### src/hdl/iga_ram.sv
module iga_ram #(
   parameter int WIDTH = 8,
   parameter int DEPTH = 16
) (
   input  logic                     clock,
   input  logic                     wr_en,
   input  logic [$clog2(DEPTH)-1:0] wr_addr,
   input  logic [WIDTH-1:0]         wr_data,
   input  logic [$clog2(DEPTH)-1:0] rd_addr,
   output logic [WIDTH-1:0]         rd_data
);

   logic [WIDTH-1:0] mem_ff [DEPTH];
   logic [WIDTH-1:0] rd_data_ff;

   // write port and registered read port
   always_ff @(posedge clock) begin
      if (wr_en) begin
         mem_ff[wr_addr] <= wr_data;
      end
      rd_data_ff <= mem_ff[rd_addr];
   end

   assign rd_data = rd_data_ff;

endmodule

### config.mk
export PLATFORM = sky130hd
export DESIGN_NAME = iga_ram
export DESIGN_NICKNAME = d
export VERILOG_FILES = /design/src/hdl/iga_ram.sv
export SDC_FILE = /design/constraint.sdc
export NUM_CORES = 1
export LEC_CHECK = 0
export ABC_AREA = 1
export BUFFER_PORTS_ARGS = -buffer_cell sky130_fd_sc_hd__buf_2
export CAP_MARGIN = 40
export CORE_MARGIN = 2
export CORE_UTILIZATION = 60
export DETAILED_ROUTE_END_ITERATION = 10
export PLACE_DENSITY = 0.75
export SLEW_MARGIN = 0
export SYNTH_ARGS = -nofsm -noshare
export SYNTH_HDL_FRONTEND = slang
export SYNTH_SLANG_ARGS = --single-unit
export TNS_END_PERCENT = 50
### constraint.sdc
create_clock -name clock -period 2.4 [get_ports clock]
set_input_delay 0.48 -clock clock [delete_from_list [all_inputs] [get_ports clock]]
set_output_delay 0.48 -clock clock [all_outputs]
set_load 0.005 [all_outputs]
## Word-level counts from Yosys, hierarchy flattened

Memories as Yosys holds them, arrays and structs flattened. A register that Yosys moved wholly into a read port is not among the register bits.
Index checks and enable logic that the tools add are counted.

| storage, ports and cells | value |
|---|---|
| register bits after elaboration | 0 |
| memory bits (writable) | 128 |
| output and inout bits | 8 |
| word-level logic and storage cells | 3 |
| memories | 1 |

Memory list:

| name | depth | bits a word | read ports | clocked after memory_dff | wr ports | line | source |
|---|---|---|---|---|---|---|---|
| mem_ff | 16 | 8 | 1 | 1 | 1 | 13 | `logic [WIDTH-1:0] mem_ff [DEPTH];` |

| operators by class | value |
|---|---|
| muxes and demuxes | 2 |

Operators by type and width:

| cell | number |
|---|---|
| 1-bit 2-to-1 mux | 2 |

## Depth between registers and ports, before layout

Gate-level depths: netlist of run 1.

| depth | value |
|---|---|
| word-level depth | 2 |
| mapped depth | 8 |
| mapped depth without buffers | 7 |

## Worst setup path before layout of run 1

No wires, ideal clock.

| timing path | value |
|---|---|
| kind | input -> register |
| from | input wr_addr[2] |
| to | memory mem_ff[10][0], enable pin |
| library setup time | 370 ps |
| arrival | 1061 ps |
| path slack | 969 ps |
| cell stages on the path | 2 |
| buffers on the path | 0 |
| path through | nand3b_1 -> nor2_1 |

RTL lines:

| element | line | source |
|---|---|---|
| start, declared | 7 | `input logic [$clog2(DEPTH)-1:0] wr_addr,` |
| end, declared | 13 |  |

No word-level cell before the write port.

## Final worst setup path of run 1

| timing path | value |
|---|---|
| from | register rd_data_ff[1], in the netlist rd_data[1], read port of mem_ff |
| to | output rd_data[1] |

RTL lines:

| element | line | source |
|---|---|---|
| start, declared | 14 | `logic [WIDTH-1:0] rd_data_ff;` |
| end, declared | 10 | `output logic [WIDTH-1:0] rd_data` |

No word-level cell between the ends.

==> impl_metrics.yaml, run 1 <==
sta:
  relSlewSlack_pct: 51.6
  max_freq_ghz: 0.705
  setup_tns_ns: 0
  tightest_slew_ns: 0.723
  finalWorstSetupSlack_ns: 0.982
  finalMaxSlewViolations: 0
  setup_violations: 0
  hold_viol: 0
  timing.final.crit_period_ns: 1.42
  period_share_pct: 59.1
  skew_ns: 0.00857
  rsz0062_at_grt: "false"
final_layout:
  fin_cells: 722
  num-fill-cells: 631
  final_nets: 598
  final_util_pct: 71.3
  final-seq-area_um2: 4000
  multi_input_area_um2: 1210
  fin_area_um2: 6620
  antennaDiodeCount: 0
  drive_gt1_share_pct: 11.5
  area_delta_synth_final_pct: 14.8
power_and_ir_drop:
  power.internal_mw: 4.57
  powerDensity_nw_per_um2: 880
  clockPowerShare_pct: 48.9
  irDropWorstVdd_mv: 0.688
  seqPwrFrac_pct: 45.8
  power_leakage_nw: 2.89
  sw_frac_of_total_pct: 21.6
  share_comb_of_total_power_pct: 5.3
  switching_power_mw: 1.26
worst_setup_path:
  arrival_ns: 0.94
  crit_type: "reg2out"
  crit_family: "flip-flops"
  critPathMaxFanout: 1
  path_cells: "buf_2"
  crit_path_end_kind: "primary output"
  critical_path_depth: 1
  critPathLaunchType: "register"
  max_stage_delay_ns: 0.32
  worst-path-buf-inv: 1
  r2r_cells: 6
  worstPathRequired_ns: 1.92
  crit_slowest_cell: "dfxtp_1"
  r2r_end: "rd_data[5]$_DFF_P_"
  rr_startpoint: "mem_ff[1][5]$_DFFE_PP_"
  regToRegSetupSlack_ns: 1.32
floorplan:
  fp.dieW_um: 102
  initial_utilization_pct: 62.1
  num_io_pins: 26
  coreArea_um2: 9280
  die_h_um: 102
  row_count: 35
  die-area_um2: 10400
routing:
  drc: 0
  wl_per_cell_um: 16.4
  drtIter0Drc: 309
  vias: 3796
  drtAntennaViolNets: 0
  wl_um: 11900
  dr.pass1.iters: 5
  via_per_inst: 5.26
job:
  cap_violations: 0
cts:
  path_clk_slew_ns: 0.06
  cts_tree: "yes"
  cts_buffers: 17
  cts_buffer_depth: 2
  cts_resized: 0
  holdBufCountCts: 0
  cts_root_buf: "clkbuf_8"
  insertion_delay_ns: 0.52
  htree_num_levels: 4
  cts.sinks: 136
  cts_setup_buffers: 0
synthesis:
  ys_warn_count: 0
  ys_top_cells_by_area: "edfxtp_1 (67%), nand2_1 (11%), nand3_1 (8.4%)"
  synth_cells: 551
  synth_fp_nets: 569
  synth_top_family_by_area: "simple AND/OR/NAND/NOR gates"
  synth_ff_type: "edfxtp_1"
  post_synth_mux_area_share_pct: 0
  yosys.area_share.adder_pct: 0
  yosysSeqAreaShare_pct: 69.4
  synth_top_cell_area_share_pct: 66.7
  synth_compound_area_share_pct: 0
  synth_top_area_cell: "edfxtp_1"
  synth_edf_count: 128
  async_flop_share_pct: 0
  yosys.cell_count.top_type: "nand2_1"
  netlist_area_um2: 5770
  syn_avg_cell_area_um2: 10.5
  synth-xor-area-share_pct: 0
  synth_commonest_cells: "nand2_1 (173), edfxtp_1 (128), inv_1 (100)"
  yosysUniqueCellTypes: 12
  synthSimpleGateAreaFrac_pct: 21.0
  ys_ff_latch: 136
outcome:
  outcome: "complete, no violations"
grt:
  grt_pass1_vias: 3723
  antenna_found_initial: 0
  grt_pass1_wl_um: 19100
  grt_max_degree: 65
  grt_usage_pct: 25.5
  overflow: 0
placed_design:
  place_hpwl_um: 7260
  place_area_um2: 5970
  place_congestion: 0.874
  port_buffers: 25
  place_inst: 690
  pre_cts_ws_ns: 0.612
worst_hold_path:
  holdPathEnd: "rd_data[6]$_DFF_P_"
  hold_start: "rd_addr[3]"
  hold_depth: 3
  hp-class: "in2reg"
-- per-layer routing --
metal	GRT usage, %	share of wire [%]
met4	10.1	1.7
met1	33.2	40
met3	5.06	7.6
met5	0	0
met2	42.8	51
-- state kept, by name, summed over array words and instances (netlist names) --
name     count
mem_ff     128
rd_data      8
-- power by group through the flow --
| stage | sequential (mW) | combinational, mW | clock, mW |
|---|---|---|---|
| 4_1_cts | 2.67 | 0.311 | 2.86 |
| 6_report | 2.67 | 0.311 | 2.85 |
| 3_3_place_gp | 2.72 | 0.302 | 0 |
| 2_1_floorplan | 2.72 | 0.187 | 0 |
| 5_1_grt | 2.67 | 0.349 | 2.97 |
| 3_5_place_dp | 2.72 | 0.308 | 0 |
-- cells by family (layout without fill, tap and decap cells) --
group                  count (synthesis)  count (layout)
buffers and inverters                126             168
flip-flops                           136             136
AND/OR/NAND/NOR                      289             289
-- how the worst max path moves through the flow --
stage	end	startpoint	slack, ns
2_1_floorplan	mem_ff[10][0]$_DFFE_PP_	wr_addr[2]	0.97
3_3_place_gp	mem_ff[9][6]$_DFFE_PP_	wr_addr[2]	0.65
3_5_place_dp	mem_ff[12][7]$_DFFE_PP_	wr_addr[0]	0.61
4_1_cts	rd_data[1]	rd_data[1]$_DFF_P_	0.97
5_1_grt	rd_data[1]	rd_data[1]$_DFF_P_	0.94
6_report	rd_data[1]	rd_data[1]$_DFF_P_	0.98
-- stage by stage --
| step | power, mW | hold WS, ns |
|---|---|---|
| after floorplan | 2.91 | 0.579 |
| after CTS | 5.84 | 0.310 |
| final | 5.83 | 0.324 |
| after global placement | 3.02 | 0.639 |
| after detailed placement | 3.03 | 0.656 |
| after global routing | 5.99 | 0.325 |
-- area by class of cell --
cell class | instances | area share (%)
inverters | 102 | 5.78
multi-input cells | 289 | 18.3
flip-flops and latches | 136 | 60.5
repair buffers | 34 | 3.10
clock inverters | 15 | 3.61
well taps | 129 | 2.44
clock buffers | 17 | 6.26
-- cells in the final DEF (no fill, tap or decap), drive strengths merged --
master  synthesis  routed
buf            24      34
bufinv          0       5
clkbuf          0      17
clkinv          0       4
dfxtp           8       8
edfxtp        128     128
inv           102     108
nand2         173     173
nand3          97      97
nand3b          2       2
nor2           17      17
(Power assumes the default switching activity.)
==> inputs of run 2 (changes only) <==
==> constraint.sdc (replaced) <==
create_clock -name clock -period 1.5 [get_ports clock]
set_input_delay 0.3 -clock clock [delete_from_list [all_inputs] [get_ports clock]]
set_output_delay 0.3 -clock clock [all_outputs]
set_load 0.005 [all_outputs]
==> run 2 against run 1 <==
Net effect:
- first-iteration DRC count increased by 18%
- flip-flop and latch count did not move
- wire length rose by 6.7%
- design area is 1.9% higher
- count of clock-buffer cells in the layout increased by 3
- die area stayed put
- core utilization increased by 1.4 points
- highest routed layer unchanged
- final cell count up 3.3%
- sequential power is 60% higher
==> impl_metrics.yaml, run 2 (synthesized netlist as in run 1, its figures left out) <==
final_layout:
  final_nets: 622
  area_delta_synth_final_pct: 17.0
  fin_cells: 746
  final_common_cell: "nand2_1"
  num-fill-cells: 657
  mostFrequentLayoutCells: "nand2_1 (173), edfxtp_1 (128), inv_1 (100)"
  antennaDiodeCount: 0
  drive_gt1_share_pct: 14.6
  multi_input_area_um2: 1210
  largest_register_ffs: 128
  final-seq-area_um2: 4000
  regMostFlops: "mem_ff"
cts:
  insertion_delay_ns: 0.52
  cts_tree: "yes"
  cts_setup_buffers: 0
  path_clk_slew_ns: 0.06
  holdBufCountCts: 0
  cts_buffer_depth: 2
  cts_root_buf: "clkbuf_8"
  cts_buffers: 17
  cts_resized: 0
  cts.sinks: 136
  htree_num_levels: 4
power_and_ir_drop:
  powerDensity_nw_per_um2: 1320
  power_leakage_nw: 2.98
  irDropWorstVdd_mv: 0.903
worst_setup_path:
  path_cells: "buf_2"
  crit_path_end_kind: "primary output"
  crit_type: "reg2out"
  critPathLaunchType: "register"
  worstPathRequired_ns: 1.20
  arrival_ns: 1.05
  critPathMaxFanout: 1
  crit_slowest_cell: "dfxtp_1"
  worst-path-buf-inv: 1
  crit_family: "flip-flops"
  max_stage_delay_ns: 0.40
grt:
  antenna_found_initial: 0
  grt_pass1_vias: 3927
  overflow: 0
  grt_pass1_wl_um: 20000
  grt_usage_pct: 26.7
  grt_max_degree: 39
floorplan:
  row_count: 35
  die_h_um: 102
  num_io_pins: 26
  initial_utilization_pct: 62.1
  die-area_um2: 10400
  coreArea_um2: 9280
  fp.dieW_um: 102
sta:
  period_share_pct: 90.3
  finalMaxSlewViolations: 0
  timing.final.crit_period_ns: 1.35
  finalWorstSetupSlack_ns: 0.146
  tightest_slew_ns: 0.328
  hold_viol: 0
  max_freq_ghz: 0.739
  skew_ns: 0.00668
  setup_tns_ns: 0
  setup_violations: 0
  rsz0062_at_grt: "false"
  relSlewSlack_pct: 78.1
routing:
  drc: 0
  drtIter0Drc: 364
  dr.pass1.iters: 5
  drtAntennaViolNets: 0
  vias: 3895
  via_per_inst: 5.22
  wl_um: 12700
  wl_per_cell_um: 17.0
placed_design:
  place_hpwl_um: 7600
  place_congestion: 0.802
  pre_cts_ws_ns: 0.117
  port_buffers: 25
  place_inst: 714
outcome:
  outcome: "complete, no violations"
worst_hold_path:
  hp-class: "in2reg"
job:
  cap_violations: 0
[run 2: cell count changes in the layout (fill, tap and decap cells not counted), sizes merged]
cell,before,now
inv,108,103
clkinvlp,0,2
clkinv,4,6
buf,34,58
clkbuf,17,20
bufinv,5,3
[run 2: path summary, 6_finish.rpt]
kind                      startpoint                 end  slack [ns]  cells past startpoint
max               rd_data[7]$_DFF_P_          rd_data[7]        0.15                      1
min                       rd_addr[3]  rd_data[0]$_DFF_P_        0.17                      3
max reg2reg  mem_ff[15][7]$_DFFE_PP_  rd_data[7]$_DFF_P_        0.51                      6
min reg2reg  mem_ff[10][0]$_DFFE_PP_  rd_data[0]$_DFF_P_        0.68                      6
[run 2: final cells by class]
class,instances,area share [%]
Sequential cell,136,59.3
Clock buffer,20,6.45
Clock inverter,12,2.24
Inverter,102,5.68
Tap cell,129,2.39
Multi-Input combinational cell,289,18.0
Timing Repair Buffer,58,5.90
[run 2: report_power, final]
group	internal, mW	leakage, nW	switching (mW)
registers	4.25	1.22	0.0333
logic	0.168	1.47	0.349
clock network	2.57	0.285	1.51
total	6.99	2.98	1.89
[run 2: per-stage QoR]
step	util [%]	total power [mW]	cell area (µm²)	hold slack, ns
after floorplan	-	4.65	5770	0.399
after global placement	66.3	4.85	6160	0.646
after detailed placement	66.3	4.86	6160	0.644
final	72.7	8.88	6750	0.169
after global routing	72.7	9.15	6750	0.169
after CTS	72.7	8.92	6750	0.153
[run 2: routing by layer]
metal	vias to the layer above	wire, µm	global-route usage (%)
met5	-	0	0
met4	0	290	11.3
met3	29	991	5.75
met2	178	6400	44.5
met1	1812	4990	34.4
li1	1876	-	-
==> inputs of run 3 (changes only) <==
--- a/config.mk
+++ b/config.mk
@@ -6,7 +6,7 @@
 export NUM_CORES = 1
 export LEC_CHECK = 0
 export ABC_AREA = 1
-export BUFFER_PORTS_ARGS = -buffer_cell sky130_fd_sc_hd__buf_2
+export BUFFER_PORTS_ARGS = -buffer_cell sky130_fd_sc_hd__clkbuf_2
 export CAP_MARGIN = 40
 export CORE_MARGIN = 2
 export CORE_UTILIZATION = 60
==> constraint.sdc (replaced) <==
create_clock -name clock -period 1.65 [get_ports clock]
set_input_delay 0.33 -clock clock [delete_from_list [all_inputs] [get_ports clock]]
set_output_delay 0.33 -clock clock [all_outputs]
set_load 0.005 [all_outputs]
==> run 3 against run 2 <==
Net effect:
- die area unchanged
- combinational power is 6.6% lower
- critical endpoint is now rd_data[2]
- flip-flop and latch count did not move
- critical path type unchanged
- setup slack improved by 0.14 ns
==> impl_metrics.yaml, run 3 (synthesized netlist as in run 1, its figures left out) <==
cts:
  cts.sinks: 136
  cts_buffer_depth: 2
  cts_root_buf: "clkbuf_8"
  cts_resized: 0
  htree_num_levels: 4
  insertion_delay_ns: 0.53
  cts_tree: "yes"
  cts_buffers: 17
  path_clk_slew_ns: 0.06
  holdBufCountCts: 0
  cts_setup_buffers: 0
floorplan:
  coreArea_um2: 9280
  num_io_pins: 26
  initial_utilization_pct: 62.1
  row_count: 35
  die_h_um: 102
  die-area_um2: 10400
  fp.dieW_um: 102
routing:
  vias: 3908
  drtAntennaViolNets: 0
  drtIter0Drc: 359
  dr.pass1.iters: 5
  drc: 0
  wl_um: 12700
  via_per_inst: 5.30
  wl_per_cell_um: 17.2
worst_setup_path:
  critPathMaxFanout: 1
  crit_slowest_cell: "dfxtp_1"
  r2r_end: "rd_data[6]$_DFF_P_"
  max_stage_delay_ns: 0.37
  critPathLaunchType: "register"
  crit_path_end_kind: "primary output"
  path_cells: "clkbuf_2"
  crit_type: "reg2out"
  arrival_ns: 1.03
  regToRegSetupSlack_ns: 0.57
  r2r_cells: 6
  crit_family: "flip-flops"
  worst-path-buf-inv: 1
  rr_startpoint: "mem_ff[5][6]$_DFFE_PP_"
  worstPathRequired_ns: 1.32
placed_design:
  place_congestion: 0.894
  port_buffers: 25
  place_hpwl_um: 7670
  place_area_um2: 6120
power_and_ir_drop:
  power_leakage_nw: 2.94
  irDropWorstVdd_mv: 0.811
  powerDensity_nw_per_um2: 1200
sta:
  tightest_slew_ns: 0.563
  rsz0062_at_grt: "false"
  skew_ns: 0.00662
  setup_tns_ns: 0
  max_freq_ghz: 0.733
  relSlewSlack_pct: 62.4
  hold_viol: 0
  timing.final.crit_period_ns: 1.36
  setup_violations: 0
  finalMaxSlewViolations: 0
  period_share_pct: 82.6
grt:
  use_met3_pct: 6.16
  grt_max_degree: 48
  grt_usage_pct: 26.9
  grt_pass1_vias: 3853
  overflow: 0
  grt_pass1_wl_um: 19900
  antenna_found_initial: 0
  gr-usage-met1_pct: 35.1
  met2_usage_pct: 43.0
  grt_busiest_layer: "met2"
worst_hold_path:
  hold_start: "rd_addr[3]"
  hp-class: "in2reg"
  hold_depth: 4
  holdPathEnd: "rd_data[4]$_DFF_P_"
final_layout:
  regMostFlops: "mem_ff"
  multi_input_area_um2: 1210
  drive_gt1_share_pct: 13.6
  area_delta_synth_final_pct: 16.2
  largest_register_ffs: 128
  final_util_pct: 72.2
  final_nets: 614
  num-fill-cells: 647
  antennaDiodeCount: 0
  final-seq-area_um2: 4000
  fin_area_um2: 6700
  final_common_cell: "nand2_1"
  mostFrequentLayoutCells: "nand2_1 (173), edfxtp_1 (128), inv_1 (100)"
outcome:
  outcome: "complete, no violations"
job:
  cap_violations: 0
## run 3: cell count changes in the layout (fill, tap and decap cells not counted)
cell,change
clkinv_4,+2
clkbuf_1,-1
clkinvlp_4,+1
clkbuf_2,+25
buf_2,-25
buf_4,-10
bufinv_16,-1
buf_12,+2
inv_6,+1
clkinv_2,-2
## run 3: stage by stage
step | instances | total power [mW] | worst slack [ns] | hold WS (ns)
final | 738 | 8.01 | 0.287 | 0.233
after detailed placement | 706 | 4.44 | 0.0864 | 0.658
after floorplan | 551 | 4.23 | 0.369 | 0.429
after global routing | 738 | 8.22 | 0.270 | 0.259
after CTS | 738 | 8.02 | 0.288 | 0.231
after global placement | 706 | 4.42 | 0.106 | 0.637
## run 3: layout make-up
| type | instances | share of cell area (%) |
|---|---|---|
| multi-input cells | 289 | 18.1 |
| clock inverters | 13 | 2.17 |
| clock buffers | 19 | 6.44 |
| inverters | 102 | 5.71 |
| well taps | 129 | 2.41 |
| flip-flops and latches | 136 | 59.7 |
| repair buffers | 50 | 5.41 |
## run 3: where the power goes
group | switching [mW] | internal [mW] | total, mW
Sequential | 0.0260 | 3.86 | 3.89
Clock | 1.44 | 2.20 | 3.64
Combinational | 0.331 | 0.152 | 0.483
Total | 1.80 | 6.21 | 8.01
## run 3: worst max path at each step
stage          cells past startpoint                from                      end  slack (ns)
6_report                           1  rd_data[2]$_DFF_P_               rd_data[2]        0.29
5_1_grt                            1  rd_data[2]$_DFF_P_               rd_data[2]        0.27
4_1_cts                            1  rd_data[2]$_DFF_P_               rd_data[2]        0.29
3_5_place_dp                       8          rd_addr[0]       rd_data[6]$_DFF_P_        0.09
3_3_place_gp                       8          rd_addr[0]       rd_data[6]$_DFF_P_        0.11
2_1_floorplan                      2          wr_addr[2]  mem_ff[10][0]$_DFFE_PP_        0.37
## run 3: metal layers
metal	wire length (µm)	part of all wire, %
met1	4860	38
met2	6340	50
met3	961	7.6
met4	509	4.0
met5	0	0
