==> src/hdl/iga_pkg.sv <==
package iga_pkg;

   localparam int GYRO_DEPTH    = 16;
   localparam int ACCEL_DEPTH   = 8;
   localparam int SAMPLE_BITS   = 24;
   localparam int TIME_BITS     = 48;
   localparam int FRACTION_BITS = 16;
   localparam int OFFSET_BITS   = 32;
   localparam int RESULT_LIMIT  = 16;

   localparam int GYRO_AW   = $clog2(GYRO_DEPTH);
   localparam int GYRO_CW   = $clog2(GYRO_DEPTH + 1);
   localparam int ACCEL_AW  = $clog2(ACCEL_DEPTH);
   localparam int ACCEL_CW  = $clog2(ACCEL_DEPTH + 1);
   localparam int RES_CW    = $clog2(RESULT_LIMIT + 1);
   localparam int QUOT_BITS = FRACTION_BITS + 1;

   localparam logic KIND_GYRO  = 1'b0;
   localparam logic KIND_ACCEL = 1'b1;

   typedef logic signed [SAMPLE_BITS-1:0] axis_type;

   typedef struct packed {
      logic [TIME_BITS-1:0] stamp;
      axis_type             x;
      axis_type             y;
      axis_type             z;
   } sample_type;

   localparam int SAMPLE_W = $bits(sample_type);

   typedef struct packed {
      logic                 kind;
      logic [TIME_BITS-1:0] stamp_us;
      axis_type             axis_x;
      axis_type             axis_y;
      axis_type             axis_z;
   } req_type;

   typedef struct packed {
      logic [TIME_BITS-1:0] sample_time_us;
      axis_type             gyro_x;
      axis_type             gyro_y;
      axis_type             gyro_z;
      axis_type             accel_x;
      axis_type             accel_y;
      axis_type             accel_z;
      logic                 last;
   } rsp_type;

   typedef enum logic [0:0] {
      CSR_USE_DEVICE_TIME = 1'b0,
      CSR_TIME_OFFSET     = 1'b1
   } csr_index_type;

endpackage

==> src/hdl/iga_mac.sv <==
module iga_mac
   import iga_pkg::*;
(
   input  logic                 clock,
   input  logic                 reset,
   input  logic                 start,
   input  logic [QUOT_BITS-1:0] ratio,
   input  sample_type           a0,
   input  sample_type           a1,
   output logic                 done,
   output axis_type             blend_x,
   output axis_type             blend_y,
   output axis_type             blend_z
);

   localparam int PROD_BITS = QUOT_BITS + 1 + SAMPLE_BITS;
   localparam int ACC_BITS  = PROD_BITS + 1;
   localparam logic [2:0] LAST_STEP = 3'd6;
   localparam logic [QUOT_BITS-1:0] ONE = QUOT_BITS'(1) << FRACTION_BITS;

   logic                        busy_ff, done_ff;
   logic [2:0]                  step_ff;
   logic signed [PROD_BITS-1:0] prod_ff;
   logic signed [ACC_BITS-1:0]  acc_ff;
   axis_type                    bx_ff, by_ff, bz_ff;
   logic [QUOT_BITS-1:0]        weight;
   axis_type                    value;
   logic signed [ACC_BITS-1:0]  sum;

   // pick weight and axis for this step: even steps old sample, odd steps new
   always_comb begin
      weight = step_ff[0] ? ratio : (ONE - ratio);
      case (step_ff[2:1])
         2'd0:    value = step_ff[0] ? a1.x : a0.x;
         2'd1:    value = step_ff[0] ? a1.y : a0.y;
         default: value = step_ff[0] ? a1.z : a0.z;
      endcase
      sum = acc_ff + ACC_BITS'(prod_ff);
   end

   // multiply into a product register, then add it to the accumulator
   always_ff @(posedge clock) begin
      if (reset) begin
         busy_ff <= 1'b0;
         done_ff <= 1'b0;
         step_ff <= '0;
      end else begin
         done_ff <= 1'b0;
         if (start) begin
            busy_ff <= 1'b1;
            step_ff <= '0;
         end else if (busy_ff) begin
            step_ff <= step_ff + 1'b1;
            if (step_ff == LAST_STEP) begin
               busy_ff <= 1'b0;
               done_ff <= 1'b1;
            end
         end
      end
      if (start) begin
         acc_ff <= '0;
      end else if (busy_ff) begin
         if (step_ff != LAST_STEP) begin
            prod_ff <= $signed({1'b0, weight}) * value;
         end
         if (step_ff != 3'd0) begin
            if (!step_ff[0]) begin
               acc_ff <= '0;
               case (step_ff[2:1])
                  2'd1:    bx_ff <= sum[FRACTION_BITS +: SAMPLE_BITS];
                  2'd2:    by_ff <= sum[FRACTION_BITS +: SAMPLE_BITS];
                  default: bz_ff <= sum[FRACTION_BITS +: SAMPLE_BITS];
               endcase
            end else begin
               acc_ff <= sum;
            end
         end
      end
   end

   assign done    = done_ff;
   assign blend_x = bx_ff;
   assign blend_y = by_ff;
   assign blend_z = bz_ff;

endmodule

==> config.mk <==
export PLATFORM = sky130hd
export DESIGN_NAME = iga_mac
export DESIGN_NICKNAME = d
export VERILOG_FILES = /design/src/hdl/iga_pkg.sv /design/src/hdl/iga_mac.sv
export SDC_FILE = /design/constraint.sdc
export NUM_CORES = 1
export LEC_CHECK = 0
export BUFFER_PORTS_ARGS = -buffer_cell sky130_fd_sc_hd__buf_2
export CAP_MARGIN = 20
export CORE_MARGIN = 2
export CORE_UTILIZATION = 40
export CTS_CLUSTER_SIZE = 30
export DETAILED_ROUTE_END_ITERATION = 6
export GPL_ROUTABILITY_DRIVEN = 1
export HOLD_SLACK_MARGIN = 0.03
export PLACE_DENSITY = 0.71
export SLEW_MARGIN = 15
export SYNTH_ARGS = -nofsm -noshare
export SYNTH_HDL_FRONTEND = slang
export SYNTH_SLANG_ARGS = --single-unit
==> constraint.sdc <==
create_clock -name clock -period 18 [get_ports clock]
set_input_delay 5.4 -clock clock [delete_from_list [all_inputs] [get_ports clock]]
set_output_delay 5.4 -clock clock [all_outputs]
set_load 0.01 [all_outputs]
=== Word-level counts from Yosys, hierarchy flattened ===
Index checks and enable logic that the tools add are counted.

* Reduce and logical (&&, ||, !) cells: 10
* $mul: 1
* Bitwise logic cells: 4
* Eq/ne operators: 4
* Mux-type cells: 10
* $add $sub $neg: 3

{| class="wikitable"
|+ Operators by type and width
! kind !! number
|-
| $mux W24 || 3
|-
| $pmux W24 S2 || 1
|-
| $add A43 B42 Y43 || 1
|-
| $mux W43 || 1
|-
| $mul A18 B24 Y42 || 1
|-
| $mux W17 || 1
|-
| $sub A17 B17 Y17 const A || 1
|-
| $reduce_and A5 Y1 || 3
|-
| $mux W1 || 4
|-
| $not A1 Y1 || 4
|-
| $reduce_or A2 Y1 || 2
|-
| $add A3 B1 Y3 const B || 1
|-
| $eq A3 B3 Y1 const B || 1
|-
| $ne A3 B3 Y1 const B || 1
|-
| $reduce_and A3 Y1 || 1
|-
| $reduce_bool A3 Y1 || 1
|-
| $reduce_or A3 Y1 || 1
|-
| $eq A2 B1 Y1 const B || 1
|-
| $eq A2 B2 Y1 const B || 1
|-
| $logic_not A2 Y1 || 1
|-
| $reduce_and A2 Y1 || 1
|}

* Output and inout bits: 73
* Input bits: 260
* Bits in registers: 162
* Logic and storage cells: 40

=== Depth between registers and ports, before layout ===
Gate-level depths: netlist of the first run.

* Word-level depth: 4
* Gate-level depth with buffers: 34
* Depth with buffers taken out: 32

=== Least setup slack after synthesis of the first run ===
No wires, ideal clock.

* Path kind: input to register
* Start point: input ratio[3]
* End point: register prod_ff[39], data pin
* Path buffers: 2
* Stages on the path: 29
* Arrival time: 12.202 ns
* Data required time: 17.741 ns
* Setup slack: 5.539 ns
* Library setup time: 0.259 ns
* Cell sequence: or3_1 > nor3_2 > nand2_1 > nor4_1 > nor2_1 > xor2_1 > clkbuf_1 > clkbuf_1 > nand2_1 > fa_1 > inv_1 > fa_1 > fa_1 > fa_1 > fa_1 > inv_1 > fa_1 > inv_1 > ha_1 > a21o_1 > a21o_1 > a21o_1 > a31o_2 > or2_2 > o21ai_2 > o211a_1 > o21bai_1 > a21oi_1 > xnor2_1

* Longest elaborated chain between the ends: 3

{| class="wikitable"
|+ RTL lines
! what !! line !! source
|-
| start: declaration || iga_mac.sv:7 || <nowiki>input logic [QUOT_BITS-1:0] ratio,</nowiki>
|-
| $sub A17 B17 Y17 || iga_mac.sv:32 || <nowiki>weight = step_ff[0] ? ratio : (ONE - ratio);</nowiki>
|-
| $mux W17 * || iga_mac.sv:32 ||
|-
| $mul A18 B24 Y42 * || iga_mac.sv:64 || <nowiki>prod_ff <= $signed({1'b0, weight}) * value;</nowiki>
|-
| end signal: assignment || iga_mac.sv:64 ||
|-
| end: declaration || iga_mac.sv:23 || <nowiki>logic signed [PROD_BITS-1:0] prod_ff;</nowiki>
|}

Mark *: on every way between the ends. The rest lies on a longest branch, timed or not.
A chain may end at the register's enable or synchronous reset.

=== Worst setup path after layout of the first run ===
* Start point: input ratio[0]
* End point: register prod_ff[39], data pin

The elaborated chain is that of the path after synthesis.

==> metrics.txt, run 1 <==
DRC viols=0; Post-Syn Area=22600 um^2; largest net degree at the start of global routing=77; Hold Crit Class=flop to flop; vias=17200; CP max-delay cell=xor2_1; worst r2r dst=prod_ff[38]; mux contribution to synthesized area=2.05%; Seq/Total Area, Yosys=18.9%; Hold Crit Depth=2; main combinational cell family by area after synthesis=adder cells; setup_tns=0 ps; reg-to-reg critical path startpoint=step_ff[2]; Setup crit end kind=flop; initial DRC count=1058; Pre-antenna DRT Iters=6; Slew headroom=25.3%; row cnt=87; critical path's largest stage delay=860 ps; Yosys top cell by area=fa_1; RSZ-0062 raised after global routing=false; H-Tree Depth=4; XOR/XNOR Fraction of Synth Area=4.04%; HP Start=acc_ff[12]; Synth cell types=65; post-route ant nets=0; Layout fillers=5309; Period minus WS final=13580 ps; post-synth top area share=34.6%; nets=3393; Worst Path Buf+Inv=6; global-route wire length before repair=93600 um; layout cells sized above 1=13.9%; most used cell, CP=fa_1; CP startpoint kind=input pin; Worst-Skew Late Latency=430 ps; IO Pins=333; CTS clk-pin slew, worst paths=70 ps; Die X=242 um; Achievable Freq=0.0736 GHz; CTS root buf=clkbuf_16; run status=completed; start point of the critical path=ratio[0]; Required @ worst endpoint=18160 ps; Post CTS Setup Buffer Count=0; Port Buffer Count=236; die area=58300 um^2; Simple-Gate Fraction of Synth Area=14.3%; ranking of synthesized cells by area=fa_1 (35%), edfxtp_1 (15%), ha_1 (7.9%); Core Util, Final=45.1%; Reg2Reg Depth=28; antenna violations before repair=0; Num CTS Buffers=17; post-DR vias/cell=5.11; CP Data Arrival Time=13750 ps; Fin Hold WS=452 ps; Crit path max-delay family=adder cells; CTS tree=done; Synth Area in Compound Gates=8.81%; PostCTS Resize Cnt=0; number of global-route vias before repair=18100; starting density of the core=40.3%; DR WL/cell=17.1 um; Final setup viols=0; Syn Area/Cell=9.38 um^2; Hold Buf Count CTS=0; synth warn=0; Setup Skew=12.1 ps; Placer Congestion=0.916; Core ar.=56100 um^2; Least-Margin Pin Slew=1120 ps; # Max-Cap Violations=0; Post-Syn Nets=3200; count of final hold-check violations=0; R2R setup slack=9020 ps; post-synthesis adder-cell area fraction=42.5%; clock tree sinks=157; detailed placement HPWL=45200 um; CP Max Fanout=22; height of the die=242 um; final WL=57400 um; Post-synth top flop=edfxtp_1; Slew Limit Fails=0; Final Cycle Share=75.5%; total gr overflow=0; #FFs+latches synth=157; WHS Endpoint=acc_ff[12]; Post-synth EDFFs=112; asr flop ratio synth=0%; Inserted Diodes=0; area grow syn2layout=12.1%; Max clock buf depth=2; Syn Inst Count=2407; crit path kind=input pin to flop; GRT Overall Usage=20.0%
-- logic make-up (layout without fill, tap and decap cells) --
logic type,Yosys count,after routing
compound gates,284,284
xor+xnor,104,104
fa+ha+maj,533,533
buf+inv,567,772
flops,157,157
mux,42,42
simple gates,720,720
-- metal layers --
metal  global-route usage (%)  wire length [um]
met1                     26.2             24400
met2                     32.7             26200
met3                     4.10              4770
met4                     7.69              2040
met5                        0                 0
-- synth_stat cells (31+ instances only) --
master	count
clkbuf_1	87
a21oi_1	73
mux2_2	34
nor2_1	200
ha_1	143
inv_1	472
xnor2_1	73
xor2_1	31
dfxtp_1	45
nor2b_1	79
edfxtp_1	112
nand2_1	298
fa_1	390
-- flip-flops by register name, indices dropped and copies added, names as in the netlist --
name     flops
blend_x     24
blend_y     24
done         1
busy_ff      1
step_ff      3
blend_z     24
acc_ff      40
prod_ff     40
-- layout by cell type, fill, tap and decap left out, drive strengths merged, types with 31 or more instances in the layout --
cell / synthesis / final
nor2b: 79 / 79
xor2: 31 / 31
nor2: 200 / 200
buf: 8 / 269
fa: 390 / 390
o21ai: 36 / 36
nand2: 298 / 298
xnor2: 73 / 73
ha: 143 / 143
mux2: 34 / 34
edfxtp: 112 / 112
inv: 472 / 480
a21oi: 74 / 74
dfxtp: 45 / 45
-- worst register-to-register path: cells and delay by family, from the launching register on --
family,cells,cell delay [ps]
fa+ha+maj,8,3570
compound gates,10,2890
simple gates,3,880
buf+inv,6,770
flops,1,440
xor+xnor,1,170
-- stage by stage --
stage / cells / setup slack (ps) / cell area, um^2
floorplan: 2407 / 5540 / 22600
global placement: 3337 / 4100 / 24700
detailed placement: 3337 / 4080 / 24700
CTS: 3368 / 4530 / 25300
global route: 3368 / 4080 / 25300
finish: 3368 / 4420 / 25300
-- final cells by class --
| cell class | count | area [um^2] | share of cell area (%) |
|---|---|---|---|
| repair buffers | 269 | 1430 | 5.65 |
| flip-flops and latches | 157 | 4270 | 16.9 |
| clock buffers | 17 | 425 | 1.68 |
| well taps | 756 | 946 | 3.74 |
| inverters | 472 | 1770 | 7.00 |
| clock inverters | 14 | 178 | 0.702 |
| multi-input cells | 1683 | 16300 | 64.4 |
-- how the worst max path moves through the flow --
| stage | endpoint | slack, ps | cells past startpoint |
|---|---|---|---|
| finish | prod_ff[39] | 4420 | 31 |
| global route | prod_ff[38] | 4080 | 31 |
| global placement | prod_ff[38] | 4100 | 31 |
| detailed placement | prod_ff[38] | 4080 | 31 |
| floorplan | prod_ff[39] | 5540 | 29 |
| CTS | prod_ff[38] | 4530 | 31 |
Power of run 1 is left out: the tool's default activity adds up to more than one toggle a clock period on the data nets, which glitch-free logic cannot reach.
==> inputs of run 2 (changes only) <==
- clock period: 18 -> 14 ns (I/O delays scaled with it)
==> run 2 against run 1 <==
Compared with the run above:
- hold slack improved by 9.7 ps
- first-iteration DRC count did not move
- register-to-register slack got worse by 4100 ps
- non-clock buffer count rose by 7
- critical path type unchanged
- count of clock-buffer cells in the layout rose by 1
- flip-flop and latch count did not move
==> metrics.txt, run 2 (synthesized netlist as in run 1, its figures left out) <==
run status=completed; Crit path max-delay family=adder cells; Hold Crit Depth=2 (unchanged); most used cell, CP=fa_1; nets=3400 (+0.21%); starting density of the core=40.3% (unchanged); start point of the critical path=ratio[0]; R2R setup slack=4940 ps (-4080 ps); most common cell after layout, fill and taps aside=inv_1; Hold Buf Count CTS=0 (unchanged); CP max-delay cell=xor2_1; Inserted Diodes=0 (unchanged); commonest non-fill, non-tap cells in the layout=inv_1 (472), fa_1 (390), nand2_1 (298); antenna violations before repair=1 (+1); Slew headroom=23.1% (-2.2 points); Post CTS Setup Buffer Count=0 (unchanged); CTS root buf=clkbuf_16; RSZ-0062 raised after global routing=false; Period minus WS final=12270 ps; CP Data Arrival Time=12440 ps (-1310 ps); setup_tns=0 ps (unchanged); layout cells sized above 1=14.0% (+0.15 points); PostCTS Resize Cnt=0 (unchanged); critical path's largest stage delay=840 ps (-20 ps); Pre-antenna DRT Iters=5 (-1); post-DR vias/cell=5.10 (-0.21%); Worst-Skew Late Latency=430 ps (about the same); Reg2Reg Depth=28 (unchanged); die area=58300 um^2 (unchanged); Least-Margin Pin Slew=1150 ps (+30.4 ps); Die X=242 um (unchanged); crit path to=prod_ff[39]; CTS clk-pin slew, worst paths=70 ps (about the same); clock tree sinks=157 (unchanged); row cnt=87 (unchanged); DR WL/cell=17.0 um (-0.39%); Slew Limit Fails=0 (unchanged); vias=17200 (+0.023%); number of global-route vias before repair=18000 (-0.62%); Final Cycle Share=87.7%; # Max-Cap Violations=0 (unchanged); CP Max Fanout=22 (unchanged); final WL=57300 um (-0.15%); reg-to-reg critical path startpoint=step_ff[2]; Worst Path Buf+Inv=6 (unchanged); DRC viols=0 (unchanged); CP Depth=31 (unchanged); CTS tree=done; Hold Crit Class=flop to flop; height of the die=242 um (unchanged); Core ar.=56100 um^2 (unchanged); Required @ worst endpoint=14170 ps (-3990 ps); Setup crit end kind=flop; Setup Skew=11.9 ps (-0.213 ps); H-Tree Depth=4 (unchanged); Placer Congestion=0.924 (+0.94%); count of final hold-check violations=0 (unchanged); crit path kind=input pin to flop; post-route ant nets=0 (unchanged); Achievable Freq=0.0815 GHz; initial DRC count=1058 (unchanged); Top Registers=acc_ff: 40 flops, prod_ff: 40 flops; worst r2r dst=prod_ff[38]; area grow syn2layout=12.3%; Port Buffer Count=236 (unchanged); Num CTS Buffers=17 (unchanged); Final setup viols=0 (unchanged); total gr overflow=0 (unchanged); global-route wire length before repair=94000 um (+0.47%); CP startpoint kind=input pin; Max clock buf depth=2 (unchanged); largest net degree at the start of global routing=72 (-6.5%); detailed placement HPWL=45900 um (+1.5%); IO Pins=333 (unchanged); GRT Overall Usage=20.1% (+0.041 points)
## run 2: cell count changes in the layout (fill, tap and decap cells not counted), moves of 2 or more
cell and delta:
clkinv_8 +2, xor2_1 +2, buf_4 +7, xor2_2 -2, inv_8 -2
## run 2: how the worst min path moves through the flow
stage / startpoint / endpoint / slack [ps]
2_1_floorplan: acc_ff[0] / acc_ff[0] / 440
3_3_place_gp: acc_ff[4] / acc_ff[4] / 440
3_5_place_dp: acc_ff[38] / acc_ff[38] / 450
4_1_cts: acc_ff[38] / acc_ff[38] / 460
5_1_grt: acc_ff[0] / acc_ff[0] / 490
6_report: acc_ff[0] / acc_ff[0] / 460
## run 2: through the flow
stage,std cells,hold slack [ps],utilization [%],setup WS (ps),cell area [um^2]
6_report,3376,462,45.2,1730,25300
2_1_floorplan,2407,436,-,2740,22600
5_1_grt,3376,485,45.2,1350,25300
3_5_place_dp,3344,454,44.1,1430,24700
3_3_place_gp,3344,444,44.1,1500,24700
4_1_cts,3376,463,45.2,1860,25300
## run 2: layout make-up
type	instances	area, um^2
well taps	756	946
multi-input cells	1683	16300
flip-flops and latches	157	4270
repair buffers	276	1480
clock inverters	14	170
fillers	5324	30700
inverters	472	1770
clock buffers	18	429
## run 2: tightest hold or removal path: stages (launching register included)
cell and delay (ps):
dfxtp_1 310, nand2_1 50, a21oi_1 50
## run 2: metal layers
metal	wire, um	track usage (%)	part of all wire, %
met5	17	0	0.030
met4	1730	6.70	3.0
met3	4810	2.93	8.4
met2	26000	33.0	45
met1	24800	27.2	43
Power of run 2 is left out for the same reason.
==> inputs of run 3 (changes only) <==
- CORE_ASPECT_RATIO: unset -> 1.25
- CORE_UTILIZATION: 40 -> 60
- PLACE_DENSITY: 0.71 -> 0.95
==> run 3 against run 2 <==
Compared with the run above:
- via count up 6.4%
- routed wire length increased by 5.3%
- first-iteration DRC count increased by 37%
- hold slack gained 1.7 ps
- register-to-register slack worse by 330 ps
- count of clock-buffer cells in the layout decreased by 1
- core utilization is 22 points higher
- setup slack got worse by 200 ps
- flip-flop and latch count is the same
- global-route usage grew 12 points
- critical path type unchanged
- critical endpoint is now prod_ff[38]
- largest cell class unchanged
- highest routed layer is now met4
==> metrics.txt, run 3 (synthesized netlist as in run 1, its figures left out) <==
Core ar.=37200 um^2 (-34%); CP startpoint kind=input pin; Least-Margin Pin Slew=1230 ps (+79.8 ps); Multi-input gate area=16300 um^2 (about the same); Pre-antenna DRT Iters=7 (+2); row cnt=79 (-9.2%); vias=18300 (+6.4%); reg-to-reg critical path startpoint=step_ff[2]; CTS tree=done; Layout fillers=2702 (-49%); worst r2r dst=prod_ff[38]; CP Data Arrival Time=12660 ps (+220 ps); RSZ-0062 raised after global routing=false; area grow syn2layout=10.7%; Hold Crit Depth=2 (unchanged); Core Util, Final=67.3% (+22 points); critical path's largest stage delay=840 ps (about the same); number of global-route vias before repair=20000 (+11%); layout cells sized above 1=13.9% (-0.12 points); Placer Congestion=0.961 (+4.0%); Period minus WS final=12480 ps (+205 ps); Die X=177 um (-27%); antenna violations before repair=1 (unchanged); busiest grt layer=met2; Worst-Skew Late Latency=440 ps (about the same); run status=completed; GR met2 Demand/Resource=54.1% (+21 points); detailed placement HPWL=47700 um (+4.0%); CTS clk-pin slew, worst paths=70 ps (about the same); CP max-delay cell=xor2_1; Top Registers=acc_ff: 40 flops, prod_ff: 40 flops; most common cell after layout, fill and taps aside=inv_1; M1 GR Usage=35.6% (+8.4 points); Num CTS Buffers=17 (unchanged); die area=39200 um^2 (-33%); post-route insts no fill=3100 (-8.2%); DP Cell Count=3067 (-8.3%); crit path kind=input pin to flop; post-DR vias/cell=5.90 (+16%); GR Util met3=5.89% (+3.0 points); PostCTS Resize Cnt=0 (unchanged); Final Cycle Share=89.1% (+1.5 points); Required @ worst endpoint=14180 ps (about the same); commonest non-fill, non-tap cells in the layout=inv_1 (472), fa_1 (390), nand2_1 (298); post-route ant nets=0 (unchanged); H-Tree Depth=4 (unchanged); Setup Skew=14.2 ps (+2.29 ps); count of final hold-check violations=0 (unchanged); GRT Overall Usage=31.9% (+12 points); Hold Crit Class=flop to flop; Setup crit end kind=flop; Slew headroom=17.4% (-5.7 points); IO Pins=333 (unchanged); Post CTS Setup Buffer Count=0 (unchanged); Achievable Freq=0.0801 GHz (-1.6%); Slew Limit Fails=0 (unchanged); most used cell, CP=inv_1; Final setup viols=0 (unchanged); CTS root buf=clkbuf_16; WHS Endpoint=acc_ff[33]; height of the die=221 um (-8.6%); total gr overflow=0 (unchanged); global-route wire length before repair=97400 um (+3.6%); setup_tns=0 ps (unchanged); DRC viols=0 (unchanged); Port Buffer Count=236 (unchanged); Max clock buf depth=2 (unchanged); clock tree sinks=157 (unchanged); nets=3393 (-0.21%); CP Max Fanout=22 (unchanged); R2R setup slack=4610 ps (-330 ps); initial DRC count=1451 (+37%); HP Start=acc_ff[33]; DR WL/cell=19.5 um (+15%); largest net degree at the start of global routing=68 (-5.6%); Reg2Reg Depth=29 (+3.6%); Sequential Area=4270 um^2 (unchanged); Hold Buf Count CTS=0 (unchanged); starting density of the core=60.7% (+20 points); # Max-Cap Violations=0 (unchanged); final WL=60400 um (+5.3%)
[run 3: through the flow]
stage                     cell area (um^2)  worst slack [ps]  hold WS, ps
final                                25000              1520          463
after floorplan                      22600              2740          436
after global placement               24300              1420          443
after global routing                 25000              1100          482
after detailed placement             24300              1220          455
after CTS                            25000              1690          464
[run 3: worst max-delay path: cells and delay by family]
family          cells  cell delay (ps)
buf+inv             8             1030
xor+xnor            2             1000
fa+ha+maj           7             2840
compound gates      8             2030
simple gates        5             1540
[run 3: worst max path at each step]
stage,startpoint,endpoint,slack (ps)
after detailed placement,ratio[0],prod_ff[38],1220
after floorplan,ratio[3],prod_ff[39],2740
final,ratio[0],prod_ff[38],1520
after global placement,ratio[0],prod_ff[38],1420
after CTS,ratio[0],prod_ff[38],1690
after global routing,ratio[0],prod_ff[38],1100
[run 3: cell type report]
type,count,area share [%]
Multi-Input combinational cell,1683,65.1
Sequential cell,157,17.1
Antenna cell,1,0.0100
Clock buffer,17,1.70
Clock inverter,15,0.881
Inverter,472,7.09
Timing Repair Buffer,269,5.72
Tap cell,486,2.43
[run 3: per-layer routing]
metal | wire [um] | vias to the layer above
met5 | 0 | -
li1 | - | 7952
met2 | 29700 | 1180
met4 | 4870 | 0
met3 | 5450 | 326
met1 | 20400 | 8846
Power of run 3 is left out for the same reason.
